## config.mk

```make
export PLATFORM = sky130hd
export DESIGN_NAME = triangle_bbox_rasterizer_flat
export DESIGN_NICKNAME = d
export VERILOG_FILES = /design/src/rtl/tbr_pkg.sv /design/src/rtl/tbr_in_if.sv /design/src/rtl/tbr_out_if.sv /design/src/rtl/tbr_recip.sv /design/src/rtl/triangle_bbox_rasterizer.sv /design/src/flat_wrapper.sv
export SDC_FILE = /design/constraint.sdc
export NUM_CORES = 2
export LEC_CHECK = 0
export ABC_AREA = 1
export ABC_CLOCK_PERIOD_IN_PS = 54700
export BUFFER_PORTS_ARGS = -buffer_cell sky130_fd_sc_hd__buf_4
export CORE_ASPECT_RATIO = 0.8
export CORE_MARGIN = 1
export CORE_UTILIZATION = 40
export DETAILED_ROUTE_END_ITERATION = 8
export GPL_TIMING_DRIVEN = 1
export SKIP_LAST_GASP = 1
export SYNTH_ARGS = -nofsm -noshare
export SYNTH_HDL_FRONTEND = slang
export SYNTH_SLANG_ARGS = --single-unit
```

## constraint.sdc

```tcl
create_clock -name clk -period 54.7 [get_ports clk]
set_input_delay 8.205 -clock clk [delete_from_list [all_inputs] [get_ports clk]]
set_output_delay 8.205 -clock clk [all_outputs]
set_load 0.03 [all_outputs]
```

## src/rtl/tbr_pkg.sv

```systemverilog
// ----------------------------------------------------------------------------
// tbr_pkg
// Shared types and constants of the triangle bounding-box rasterizer.
// ----------------------------------------------------------------------------
package tbr_pkg;

  localparam int VTX_W      = 16;
  localparam int PIX_W      = 12;
  localparam int SIZE_W     = 13;
  localparam int AD_W       = 36;
  localparam int INV_W      = 40;
  localparam int CHUNK_W    = 17;
  localparam int MUL_W      = 18;
  localparam int CFG_IDX_W  = 2;
  localparam int CFG_DATA_W = 16;

  // request actions
  localparam logic ACT_LOAD = 1'b0;
  localparam logic ACT_STEP = 1'b1;

  // configuration register indexes
  localparam logic [CFG_IDX_W-1:0] CFG_SCREEN_WIDTH  = 2'd0;
  localparam logic [CFG_IDX_W-1:0] CFG_SCREEN_HEIGHT = 2'd1;
  localparam logic [CFG_IDX_W-1:0] CFG_MAX_DEPTH     = 2'd2;

  // vertex store slots
  localparam int V_AX = 0;
  localparam int V_AY = 1;
  localparam int V_AZ = 2;
  localparam int V_BX = 3;
  localparam int V_BY = 4;
  localparam int V_BZ = 5;
  localparam int V_CX = 6;
  localparam int V_CY = 7;
  localparam int V_CZ = 8;

  typedef struct packed {
    logic                    action;
    logic signed [VTX_W-1:0] vertex_a_x;
    logic signed [VTX_W-1:0] vertex_a_y;
    logic signed [VTX_W-1:0] vertex_a_z;
    logic signed [VTX_W-1:0] vertex_b_x;
    logic signed [VTX_W-1:0] vertex_b_y;
    logic signed [VTX_W-1:0] vertex_b_z;
    logic signed [VTX_W-1:0] vertex_c_x;
    logic signed [VTX_W-1:0] vertex_c_y;
    logic signed [VTX_W-1:0] vertex_c_z;
  } tbr_in_t;

  typedef struct packed {
    logic                    covered;
    logic [PIX_W-1:0]        pixel_x;
    logic [PIX_W-1:0]        pixel_y;
    logic signed [VTX_W-1:0] depth;
    logic                    last;
  } tbr_out_t;

  // status of the reciprocal unit
  typedef struct packed {
    logic             done;
    logic [INV_W-1:0] quot;
  } tbr_recip_stat_t;

endpackage

```

## src/rtl/tbr_in_if.sv

```systemverilog
// ----------------------------------------------------------------------------
// tbr_in_if
// Request channel of the rasterizer: valid, ready and one request payload.
// ----------------------------------------------------------------------------
interface tbr_in_if;
  import tbr_pkg::*;

  logic    valid;
  logic    ready;
  tbr_in_t data;

  modport source (output valid, output data, input ready);
  modport sink (input valid, input data, output ready);
endinterface

```

## src/rtl/tbr_out_if.sv

```systemverilog
// ----------------------------------------------------------------------------
// tbr_out_if
// Result channel of the rasterizer: valid, ready and one pixel result.
// ----------------------------------------------------------------------------
interface tbr_out_if;
  import tbr_pkg::*;

  logic     valid;
  logic     ready;
  tbr_out_t data;

  modport source (output valid, output data, input ready);
  modport sink (input valid, input data, output ready);
endinterface

```

## src/rtl/tbr_recip.sv

```systemverilog
// ----------------------------------------------------------------------------
// tbr_recip
// Restoring divider for floor(2^FRAC_BITS / divisor), one quotient bit a cycle,
// saturated to the inverse-area width. A zero divisor returns zero.
// ----------------------------------------------------------------------------
module tbr_recip #(
  parameter int FRAC_BITS = 32
) (
  input  logic                     clk,
  input  logic                     rst_n,
  input  logic                     start,
  input  logic [tbr_pkg::AD_W-1:0] divisor,
  output tbr_pkg::tbr_recip_stat_t stat
);
  import tbr_pkg::*;

  localparam int QW = (FRAC_BITS + 1 > INV_W + 1) ? FRAC_BITS + 1 : INV_W + 1;
  localparam int CW = $clog2(FRAC_BITS + 1);

  logic              busy_r;
  logic              done_r;
  logic [CW-1:0]     cnt_r;
  logic [AD_W:0]     rem_r;
  logic [QW-1:0]     q_r;
  logic [AD_W-1:0]   div_r;
  logic [INV_W-1:0]  quot_r;
  logic              num_bit;
  logic [AD_W:0]     rem_sh;
  logic              ge;
  logic [AD_W:0]     rem_nxt;
  logic [QW-1:0]     q_nxt;
  logic [INV_W-1:0]  quot_nxt;

  // shift in the numerator bit, trial subtract
  always_comb begin
    num_bit  = (cnt_r == CW'(FRAC_BITS));
    rem_sh   = {rem_r[AD_W-1:0], num_bit};
    ge       = (rem_sh >= {1'b0, div_r});
    rem_nxt  = ge ? (rem_sh - {1'b0, div_r}) : rem_sh;
    q_nxt    = {q_r[QW-2:0], ge};
    quot_nxt = (|q_nxt[QW-1:INV_W]) ? {INV_W{1'b1}} : q_nxt[INV_W-1:0];
  end

  always_ff @(posedge clk) begin
    if (!rst_n) begin
      busy_r <= 1'b0;
      done_r <= 1'b0;
    end else begin
      done_r <= 1'b0;
      if (start) begin
        if (divisor == '0) begin
          done_r <= 1'b1;
          quot_r <= '0;
        end else begin
          busy_r <= 1'b1;
          cnt_r  <= CW'(FRAC_BITS);
          rem_r  <= '0;
          q_r    <= '0;
          div_r  <= divisor;
        end
      end else if (busy_r) begin
        rem_r <= rem_nxt;
        q_r   <= q_nxt;
        cnt_r <= cnt_r - 1'b1;
        if (cnt_r == '0) begin
          busy_r <= 1'b0;
          done_r <= 1'b1;
          quot_r <= quot_nxt;
        end
      end
    end
  end

  assign stat.done = done_r;
  assign stat.quot = quot_r;

endmodule

```

## src/rtl/triangle_bbox_rasterizer.sv

```systemverilog
// ----------------------------------------------------------------------------
// triangle_bbox_rasterizer
// Bounding-box triangle walker with edge tests and barycentric depth.
// ----------------------------------------------------------------------------
// Usage:
//   in_chan carries requests. A load request stores three vertices, sets the
//   screen-clamped bounding box and computes the inverse doubled area; it
//   gives no result. A step request visits the next point of the box (x
//   outer, y inner) and gives one result on out_chan; a step with no walk in
//   progress gives nothing. cfg_we/cfg_index/cfg_wdata write the screen size
//   and depth limit; the user writes them only while idle (not enforced).
// Datapath:
//   One request at a time on a single 18x18 multiplier. A load waits for the
//   bit-serial reciprocal divider. A step for a point outside the triangle,
//   or after a zero-area load, forms only the edge products; any other
//   step adds the partial products for the weights and the depth products.
// Reset and stall:
//   Reset clears the walk, the inverse area and the registers to 80x24 and
//   the largest depth. A result waits in the output register while the
//   receiver stalls; the next request is taken meanwhile and its result
//   holds in the final state until the output register is free.
// ----------------------------------------------------------------------------
module triangle_bbox_rasterizer #(
  parameter int MAX_SCREEN      = 4096,
  parameter int RECIP_FRAC_BITS = 32
) (
  input  logic                           clk,
  input  logic                           rst_n,
  tbr_in_if.sink                         in_chan,
  tbr_out_if.source                      out_chan,
  input  logic                           cfg_we,
  input  logic [tbr_pkg::CFG_IDX_W-1:0]  cfg_index,
  input  logic [tbr_pkg::CFG_DATA_W-1:0] cfg_wdata
);
  import tbr_pkg::*;

  localparam int AW   = RECIP_FRAC_BITS + 2;
  localparam int WLSB = RECIP_FRAC_BITS - 16;
  localparam logic [SIZE_W-1:0] SCR_LIM =
    (MAX_SCREEN < 4096) ? SIZE_W'(MAX_SCREEN) : SIZE_W'(4096);

  typedef enum logic [2:0] {
    S_IDLE, S_DECODE, S_AREA, S_DIV, S_EDGE, S_WGT, S_DEPTH, S_FIN
  } state_t;

  state_t                  state_r;
  logic                    act_r;
  logic                    ph_r;
  logic [2:0]              op_r;
  logic [1:0]              wi_r;
  logic [1:0]              ia_r;
  logic [1:0]              ib_r;

  logic [SIZE_W-1:0]       scr_w_r;
  logic [SIZE_W-1:0]       scr_h_r;
  logic signed [VTX_W-1:0] max_depth_r;

  logic signed [VTX_W-1:0] vtx_r [9];
  logic [INV_W-1:0]        inv_r;
  logic [PIX_W-1:0]        scan_x_r;
  logic [PIX_W-1:0]        scan_y_r;
  logic [PIX_W-1:0]        box_min_y_r;
  logic [PIX_W-1:0]        box_max_x_r;
  logic [PIX_W-1:0]        box_max_y_r;
  logic                    walking_r;

  logic signed [35:0]      prod_r;
  logic signed [36:0]      acc_r;
  logic signed [36:0]      c_r [3];
  logic [AW-1:0]           wacc_r;
  logic [CHUNK_W-1:0]      w_r [3];
  logic signed [35:0]      dsum_r;

  logic                    recip_start_r;
  logic [AD_W-1:0]         div_in_r;
  tbr_recip_stat_t         recip_stat;

  logic                    out_valid_r;
  tbr_out_t                out_r;

  // datapath nets
  logic signed [MUL_W-1:0] mul_a;
  logic signed [MUL_W-1:0] mul_b;
  logic signed [35:0]      prod;
  logic signed [MUL_W-1:0] px_s;
  logic signed [MUL_W-1:0] py_s;
  logic signed [VTX_W-1:0] ux, uy, vx, vy;
  logic signed [36:0]      csel;
  logic [36:0]             cabs;
  logic [50:0]             a_pad;
  logic [50:0]             i_pad;
  logic [CHUNK_W-1:0]      a_chunk;
  logic [CHUNK_W-1:0]      i_chunk;
  logic [2:0]              sh_sel;
  logic [101:0]            pp_ext;
  logic [101:0]            pp_sh;
  logic [AW-1:0]           wsum;
  logic signed [36:0]      area_d;
  logic [36:0]             area_abs;
  logic                    in_tri;
  logic                    go;
  logic signed [35:0]      dfull;
  logic signed [VTX_W-1:0] dclamp;
  logic                    last_pt;

  // bounding-box nets
  logic signed [VTX_W-1:0] xmin, xmax, ymin, ymax;
  logic signed [PIX_W:0]   fx0, fx1, fy0, fy1;
  logic [SIZE_W-1:0]       lim_w, lim_h;
  logic signed [SIZE_W:0]  wm1, hm1;
  logic [PIX_W-1:0]        bx0, bx1, by0, by1;
  logic                    box_off;

  // shared multiplier
  assign prod = mul_a * mul_b;

  // select edge endpoints
  always_comb begin
    case (op_r[2:1])
      2'd0: begin
        ux = vtx_r[V_AX]; uy = vtx_r[V_AY]; vx = vtx_r[V_BX]; vy = vtx_r[V_BY];
      end
      2'd1: begin
        ux = vtx_r[V_BX]; uy = vtx_r[V_BY]; vx = vtx_r[V_CX]; vy = vtx_r[V_CY];
      end
      default: begin
        ux = vtx_r[V_CX]; uy = vtx_r[V_CY]; vx = vtx_r[V_AX]; vy = vtx_r[V_AY];
      end
    endcase
  end

  // slice weight operands into 17-bit chunks
  always_comb begin
    case (wi_r)
      2'd0:    csel = c_r[1];
      2'd1:    csel = c_r[2];
      default: csel = c_r[0];
    endcase
    cabs  = (csel < 0) ? 37'(-csel) : 37'(csel);
    a_pad = {15'b0, cabs[35:0]};
    i_pad = {11'b0, inv_r};
    case (ia_r)
      2'd0:    a_chunk = a_pad[16:0];
      2'd1:    a_chunk = a_pad[33:17];
      default: a_chunk = a_pad[50:34];
    endcase
    case (ib_r)
      2'd0:    i_chunk = i_pad[16:0];
      2'd1:    i_chunk = i_pad[33:17];
      default: i_chunk = i_pad[50:34];
    endcase
  end

  // multiplier operands per sequencer step
  always_comb begin
    px_s  = {2'b00, scan_x_r, 4'b0000};
    py_s  = {2'b00, scan_y_r, 4'b0000};
    mul_a = '0;
    mul_b = '0;
    case (state_r)
      S_AREA: begin
        if (!op_r[0]) begin
          mul_a = MUL_W'(vtx_r[V_BX]) - MUL_W'(vtx_r[V_AX]);
          mul_b = MUL_W'(vtx_r[V_CY]) - MUL_W'(vtx_r[V_AY]);
        end else begin
          mul_a = MUL_W'(vtx_r[V_BY]) - MUL_W'(vtx_r[V_AY]);
          mul_b = MUL_W'(vtx_r[V_CX]) - MUL_W'(vtx_r[V_AX]);
        end
      end
      S_EDGE: begin
        if (!op_r[0]) begin
          mul_a = px_s - MUL_W'(ux);
          mul_b = MUL_W'(vy) - MUL_W'(uy);
        end else begin
          mul_a = py_s - MUL_W'(uy);
          mul_b = MUL_W'(vx) - MUL_W'(ux);
        end
      end
      S_WGT: begin
        mul_a = {1'b0, a_chunk};
        mul_b = {1'b0, i_chunk};
      end
      S_DEPTH: begin
        case (op_r[1:0])
          2'd0:    mul_a = MUL_W'(vtx_r[V_AZ]);
          2'd1:    mul_a = MUL_W'(vtx_r[V_BZ]);
          default: mul_a = MUL_W'(vtx_r[V_CZ]);
        endcase
        mul_b = {1'b0, w_r[op_r[1:0]]};
      end
      default: begin
        mul_a = '0;
        mul_b = '0;
      end
    endcase
  end

  // align a weight partial product and accumulate
  always_comb begin
    sh_sel = {1'b0, ia_r} + {1'b0, ib_r};
    pp_ext = {68'b0, prod_r[33:0]};
    case (sh_sel)
      3'd0:    pp_sh = pp_ext;
      3'd1:    pp_sh = pp_ext << 17;
      3'd2:    pp_sh = pp_ext << 34;
      3'd3:    pp_sh = pp_ext << 51;
      default: pp_sh = pp_ext << 68;
    endcase
    wsum = ((ia_r == 2'd0 && ib_r == 2'd0) ? '0 : wacc_r) + pp_sh[AW-1:0];
  end

  // doubled area, edge signs, depth clamp
  always_comb begin
    area_d   = acc_r - 37'(prod_r);
    area_abs = (area_d < 0) ? 37'(-area_d) : 37'(area_d);
    in_tri   = (c_r[0] > 0 && c_r[1] > 0 && c_r[2] > 0) ||
               (c_r[0] < 0 && c_r[1] < 0 && c_r[2] < 0);
    go       = in_tri && (inv_r != '0);
    dfull    = dsum_r >>> 16;
    if (dfull > 36'sd32767) begin
      dclamp = 16'sh7FFF;
    end else if (dfull < -36'sd32768) begin
      dclamp = -16'sh8000;
    end else begin
      dclamp = dfull[VTX_W-1:0];
    end
    last_pt = (scan_x_r == box_max_x_r) && (scan_y_r == box_max_y_r);
  end

  // screen-clamped bounding box of the stored vertices
  always_comb begin
    xmin = vtx_r[V_AX];
    if (vtx_r[V_BX] < xmin) xmin = vtx_r[V_BX];
    if (vtx_r[V_CX] < xmin) xmin = vtx_r[V_CX];
    xmax = vtx_r[V_AX];
    if (vtx_r[V_BX] > xmax) xmax = vtx_r[V_BX];
    if (vtx_r[V_CX] > xmax) xmax = vtx_r[V_CX];
    ymin = vtx_r[V_AY];
    if (vtx_r[V_BY] < ymin) ymin = vtx_r[V_BY];
    if (vtx_r[V_CY] < ymin) ymin = vtx_r[V_CY];
    ymax = vtx_r[V_AY];
    if (vtx_r[V_BY] > ymax) ymax = vtx_r[V_BY];
    if (vtx_r[V_CY] > ymax) ymax = vtx_r[V_CY];
    fx0 = 13'(xmin >>> 4);
    fx1 = 13'(xmax >>> 4);
    fy0 = 13'(ymin >>> 4);
    fy1 = 13'(ymax >>> 4);
    lim_w = (scr_w_r == '0) ? SIZE_W'(1) : ((scr_w_r > SCR_LIM) ? SCR_LIM : scr_w_r);
    lim_h = (scr_h_r == '0) ? SIZE_W'(1) : ((scr_h_r > SCR_LIM) ? SCR_LIM : scr_h_r);
    wm1 = $signed({1'b0, lim_w}) - 14'sd1;
    hm1 = $signed({1'b0, lim_h}) - 14'sd1;
    bx0 = (fx0 < 0) ? '0 : ((14'(fx0) > wm1) ? wm1[PIX_W-1:0] : fx0[PIX_W-1:0]);
    bx1 = (fx1 < 0) ? '0 : ((14'(fx1) > wm1) ? wm1[PIX_W-1:0] : fx1[PIX_W-1:0]);
    by0 = (fy0 < 0) ? '0 : ((14'(fy0) > hm1) ? hm1[PIX_W-1:0] : fy0[PIX_W-1:0]);
    by1 = (fy1 < 0) ? '0 : ((14'(fy1) > hm1) ? hm1[PIX_W-1:0] : fy1[PIX_W-1:0]);
    box_off = (fx1 < 0) || (14'(fx0) > wm1) || (fy1 < 0) || (14'(fy0) > hm1) ||
              (bx0 > bx1) || (by0 > by1);
  end

  // sequencer, state and registered outputs
  always_ff @(posedge clk) begin
    if (!rst_n) begin
      state_r       <= S_IDLE;
      ph_r          <= 1'b0;
      op_r          <= '0;
      wi_r          <= '0;
      ia_r          <= '0;
      ib_r          <= '0;
      scr_w_r       <= SIZE_W'(80);
      scr_h_r       <= SIZE_W'(24);
      max_depth_r   <= 16'sh7FFF;
      inv_r         <= '0;
      scan_x_r      <= '0;
      scan_y_r      <= '0;
      box_min_y_r   <= '0;
      box_max_x_r   <= '0;
      box_max_y_r   <= '0;
      walking_r     <= 1'b0;
      recip_start_r <= 1'b0;
      out_valid_r   <= 1'b0;
    end else begin
      recip_start_r <= 1'b0;

      // configuration writes
      if (cfg_we) begin
        case (cfg_index)
          CFG_SCREEN_WIDTH:  scr_w_r     <= cfg_wdata[SIZE_W-1:0];
          CFG_SCREEN_HEIGHT: scr_h_r     <= cfg_wdata[SIZE_W-1:0];
          CFG_MAX_DEPTH:     max_depth_r <= cfg_wdata;
          default: ;
        endcase
      end

      // drop the result once taken, unless the final state replaces it
      if (out_valid_r && out_chan.ready && state_r != S_FIN) begin
        out_valid_r <= 1'b0;
      end

      case (state_r)
        S_IDLE: begin
          if (in_chan.valid) begin
            act_r <= in_chan.data.action;
            if (in_chan.data.action == ACT_LOAD) begin
              vtx_r[V_AX] <= in_chan.data.vertex_a_x;
              vtx_r[V_AY] <= in_chan.data.vertex_a_y;
              vtx_r[V_AZ] <= in_chan.data.vertex_a_z;
              vtx_r[V_BX] <= in_chan.data.vertex_b_x;
              vtx_r[V_BY] <= in_chan.data.vertex_b_y;
              vtx_r[V_BZ] <= in_chan.data.vertex_b_z;
              vtx_r[V_CX] <= in_chan.data.vertex_c_x;
              vtx_r[V_CY] <= in_chan.data.vertex_c_y;
              vtx_r[V_CZ] <= in_chan.data.vertex_c_z;
            end
            state_r <= S_DECODE;
          end
        end

        S_DECODE: begin
          ph_r <= 1'b0;
          op_r <= '0;
          wi_r <= '0;
          ia_r <= '0;
          ib_r <= '0;
          if (act_r == ACT_LOAD) begin
            walking_r   <= !box_off;
            scan_x_r    <= bx0;
            scan_y_r    <= by0;
            box_min_y_r <= by0;
            box_max_x_r <= bx1;
            box_max_y_r <= by1;
            state_r     <= S_AREA;
          end else if (walking_r) begin
            state_r <= S_EDGE;
          end else begin
            state_r <= S_IDLE;
          end
        end

        S_AREA: begin
          ph_r <= !ph_r;
          if (!ph_r) begin
            prod_r <= prod;
          end else if (!op_r[0]) begin
            acc_r <= 37'(prod_r);
            op_r  <= op_r + 1'b1;
          end else begin
            div_in_r      <= area_abs[AD_W-1:0];
            recip_start_r <= 1'b1;
            state_r       <= S_DIV;
          end
        end

        S_DIV: begin
          if (recip_stat.done) begin
            inv_r   <= recip_stat.quot;
            state_r <= S_IDLE;
          end
        end

        S_EDGE: begin
          ph_r <= !ph_r;
          if (!ph_r) begin
            prod_r <= prod;
          end else begin
            if (!op_r[0]) begin
              acc_r <= 37'(prod_r);
            end else begin
              c_r[op_r[2:1]] <= acc_r - 37'(prod_r);
            end
            op_r <= op_r + 1'b1;
            if (op_r == 3'd5) begin
              op_r    <= '0;
              state_r <= S_WGT;
            end
          end
        end

        S_WGT: begin
          if (!go) begin
            state_r <= S_FIN;
          end else begin
            ph_r <= !ph_r;
            if (!ph_r) begin
              prod_r <= prod;
            end else begin
              wacc_r <= wsum;
              if (ib_r != 2'd2) begin
                ib_r <= ib_r + 1'b1;
              end else begin
                ib_r <= '0;
                if (ia_r != 2'd2) begin
                  ia_r <= ia_r + 1'b1;
                end else begin
                  ia_r      <= '0;
                  w_r[wi_r] <= wsum[WLSB +: CHUNK_W];
                  if (wi_r != 2'd2) begin
                    wi_r <= wi_r + 1'b1;
                  end else begin
                    state_r <= S_DEPTH;
                  end
                end
              end
            end
          end
        end

        S_DEPTH: begin
          ph_r <= !ph_r;
          if (!ph_r) begin
            prod_r <= prod;
          end else begin
            dsum_r <= ((op_r == 3'd0) ? 36'sd0 : dsum_r) + prod_r;
            op_r   <= op_r + 1'b1;
            if (op_r == 3'd2) begin
              state_r <= S_FIN;
            end
          end
        end

        S_FIN: begin
          // hold until the output register is free, then advance the walk
          if (!out_valid_r || out_chan.ready) begin
            out_valid_r   <= 1'b1;
            out_r.covered <= go && (dclamp <= max_depth_r);
            out_r.pixel_x <= scan_x_r;
            out_r.pixel_y <= scan_y_r;
            out_r.depth   <= go ? dclamp : '0;
            out_r.last    <= last_pt;
            if (last_pt) begin
              walking_r <= 1'b0;
            end else if (scan_y_r < box_max_y_r) begin
              scan_y_r <= scan_y_r + 1'b1;
            end else begin
              scan_y_r <= box_min_y_r;
              scan_x_r <= scan_x_r + 1'b1;
            end
            state_r <= S_IDLE;
          end
        end

        default: state_r <= S_IDLE;
      endcase
    end
  end

  tbr_recip #(
    .FRAC_BITS (RECIP_FRAC_BITS)
  ) u_recip (
    .clk     (clk),
    .rst_n   (rst_n),
    .start   (recip_start_r),
    .divisor (div_in_r),
    .stat    (recip_stat)
  );

  assign in_chan.ready  = (state_r == S_IDLE);
  assign out_chan.valid = out_valid_r;
  assign out_chan.data  = out_r;

endmodule

```

## src/flat_wrapper.sv

```systemverilog
// flat-port wrapper written by rule: the top's interface ports become plain ports
module triangle_bbox_rasterizer_flat import tbr_pkg::*;
#(
  parameter int MAX_SCREEN      = 4096,
  parameter int RECIP_FRAC_BITS = 32
)
  (clk, rst_n, cfg_we, cfg_index, cfg_wdata, in_chan_valid, in_chan_data, in_chan_ready, out_chan_valid, out_chan_data, out_chan_ready);
  tbr_in_if in_chan_i ();
  tbr_out_if out_chan_i ();
  input  logic clk;
  input  logic rst_n;
  input  logic cfg_we;
  input  logic [tbr_pkg::CFG_IDX_W-1:0] cfg_index;
  input  logic [tbr_pkg::CFG_DATA_W-1:0] cfg_wdata;
  input wire logic [$bits(in_chan_i.valid)-1:0] in_chan_valid;
  input wire logic [$bits(in_chan_i.data)-1:0] in_chan_data;
  output wire logic [$bits(in_chan_i.ready)-1:0] in_chan_ready;
  output wire logic [$bits(out_chan_i.valid)-1:0] out_chan_valid;
  output wire logic [$bits(out_chan_i.data)-1:0] out_chan_data;
  input wire logic [$bits(out_chan_i.ready)-1:0] out_chan_ready;
  assign in_chan_i.valid = in_chan_valid;
  assign in_chan_i.data = in_chan_data;
  assign in_chan_ready = in_chan_i.ready;
  assign out_chan_valid = out_chan_i.valid;
  assign out_chan_data = out_chan_i.data;
  assign out_chan_i.ready = out_chan_ready;
  triangle_bbox_rasterizer #(.MAX_SCREEN(MAX_SCREEN), .RECIP_FRAC_BITS(RECIP_FRAC_BITS)) u_core (.clk(clk), .rst_n(rst_n), .in_chan(in_chan_i), .out_chan(out_chan_i), .cfg_we(cfg_we), .cfg_index(cfg_index), .cfg_wdata(cfg_wdata));
endmodule
```

==> metrics <==
status=finished, final reports clean; CP delay by family, top=adder cells; Final Hold Fails=0; commonest non-fill, non-tap cell in the layout=nand2_1; via count=58197; clock latency on the worst-skew pair=740 ps; mapped cell area=0.0673 mm²; Placement Rows=around 130; ratio of cells with drive above 1 in the final layout=about 7.6%; setup TNS=0 ps; Mean Syn Cell Area=~8.4 µm²; Max stage delay on crit path=770 ps; most frequent cells in the layout=1376 x nand2_1, 1321 x inv_1, 733 x a21oi_1, 708 x nor2_1, 684 x edfxtp_1; CTS tree=yes; global-route wire length before repair=354000 µm; Layout area overhead=10.9%; Post-Route Skew=between 40 and 50 ps; area of the die=0.170 mm²; Design Power=about 0.0028 W; Post-Route Utilization=44.7%; Post-DP HPWL=193000 µm; CTS H-tree lvls=3; hold buffer count at cts=0; largest net degree at the start of global routing=103; initial antenna violation count=11; clk slew on worst S/H paths=60 ps; CP max FO=56; number of global-route vias before repair=54422; pre-CTS WS=around 43000 ps; area of the core=0.167 mm²; pwr/cell area=37.7 mW/mm²; RSZ-0062 raised after global routing=no; fin. max-slew vios=0; gr usage total=28.0%; min cycle time layout=11660 ps; crit path kind=reg -> reg; max-cap violations=0; worst min path class=reg -> reg; nets@finish=9232; setup bufs post-CTS=0; number of flops mapped to enable cells by yosys=roughly 680; Ports=about 210; Setup crit end kind=flop; Synth warnings=0; final setup vio count=0; slew margin rel.=5.78%; ys flop type=edfxtp_1; Die Y=369 µm; chip width=461 µm; # fillers=roughly 16000; WL final=about 240000 µm; cells after synthesis=8028; ys async rst share=0%; worst path bufs/invs=7; Final Cycle Share=21.3%; Critical Path RT=55150 ps; clk buf depth=3; routability cong.=1.01; Root Buffer=clkbuf_16; Starting Density=between 40% and 50%; DRC Markers=0; Netlist cell types=77; number of nets with antenna violations after routing=0; crit path DAT=12110 ps; Leakage=33.6 nW; initial drt markers=6452; pin slew with the least headroom to its limit=1400 ps; Yosys reg bits=about 840; drt via density=5.54; post-CTS sizing=0; sequential fraction of the synthesis area=a little over a third; CTS Buf Count=91; f_max=85.7 MHz; Clock Sink Count=844; wire length per cell=23.0 µm; GR Overflow Total=0; Port Buffers=~210; VDD IR max=around 0.026 mV; startpoint types=flop; drt first pass iters=8; Worst path slowest cell=nor2_1; Final Worst Setup Slack=43040 ps
==> cell usage after synthesis (30+ instances only) <==
| library cell | n | area share, % |
|---|---|---|
| fa_1 | 341 | 10 |
| o211ai_1 | 51 | 0.57 |
| nand2_1 | 1376 | 7.7 |
| inv_1 | 1323 | 7.4 |
| ha_1 | 539 | 10 |
| xnor2_1 | 110 | 1.4 |
| nand3_1 | 276 | 2.1 |
| dfxtp_1 | 160 | 4.8 |
| nor2_1 | 718 | 4.0 |
| nor4_1 | 59 | 0.55 |
| clkbuf_1 | 161 | 0.90 |
| xor2_1 | 155 | 2.0 |
| nand2_2 | 31 | 0.29 |
| o221ai_1 | 33 | 0.43 |
| a21oi_1 | 734 | 5.5 |
| nand4_1 | 80 | 0.74 |
| a31oi_1 | 55 | 0.51 |
| o21ai_0 | 496 | 3.7 |
| nor3_1 | 87 | 0.65 |
| buf_2 | 30 | 0.22 |
| edfxtp_1 | 684 | 31 |
| o22ai_1 | 65 | 0.60 |
==> logic make-up (layout without fill, tap and decap cells) <==
kind of cell	count (synthesis)	after routing	synth area share [%]
buf+inv	1577	1808	9.17
fa+ha+maj	880	880	20.2
compound gates	1717	1717	14.6
flops	844	844	35.3
xor+xnor	265	265	3.45
simple gates	2744	2744	17.4
other cells	1	9	0.00557
==> path summary, 6_finish.rpt <==
kind,to,depth (start not counted),startpoint,slack [ps]
hold reg to reg,u_core.u_recip.div_r[29],0,u_core.div_in_r[29],450
setup reg to reg,u_core.prod_r[35],39,u_core.op_r[1],43040
setup / recovery,u_core.prod_r[35],39,u_core.op_r[1],43040
hold / removal,u_core.u_recip.div_r[29],0,u_core.div_in_r[29],450
==> metrics by stage <==
stage / area [µm²] / hold slack, ps / instances
floorplan: 67300 / 426 / 8031
global placement: 71300 / 435 / 10335
detailed placement: 71300 / 435 / 10335
CTS: 74600 / 453 / 10506
global route: 74600 / 457 / 10506
finish: 74700 / 452 / 10511
==> metal layers <==
metal	GRT usage, %	part of all wire, %	up-vias
li1	-	-	27158
met1	42.2	46	28223
met2	38.8	40	2533
met3	7.63	11	281
met4	7.60	2.8	2
met5	0	0.0046	-
==> final cells by class <==
class	instances	area, µm²	area share (%)
Tap cell	2244	2810	3.76
Sequential cell	844	23700	31.8
Clock inverter	68	927	1.24
Inverter	1343	5050	6.77
Multi-Input combinational cell	5610	37500	50.3
Clock buffer	103	2370	3.18
Antenna cell	5	12.5	0.0168
Timing Repair Buffer	294	2210	2.96
==> power breakdown <==
part	internal (W)	switching (W)
combinational	0.000406	0.000921
sequential	0.000765	0.0000420
clock	0.000397	0.000287
==> state kept, by name, indices dropped and copies added, names as in the netlist, 40 cells and up <==
signal and count:
u_core.out_chan.data 42, u_core.vtx_r 144, u_core.u_recip.q_r 40, u_core.u_recip.quot_r 40, u_core.inv_r 40, u_core.w_r 51, u_core.c_r 111
No activity file was read; power rests on OpenSTA's default activity.
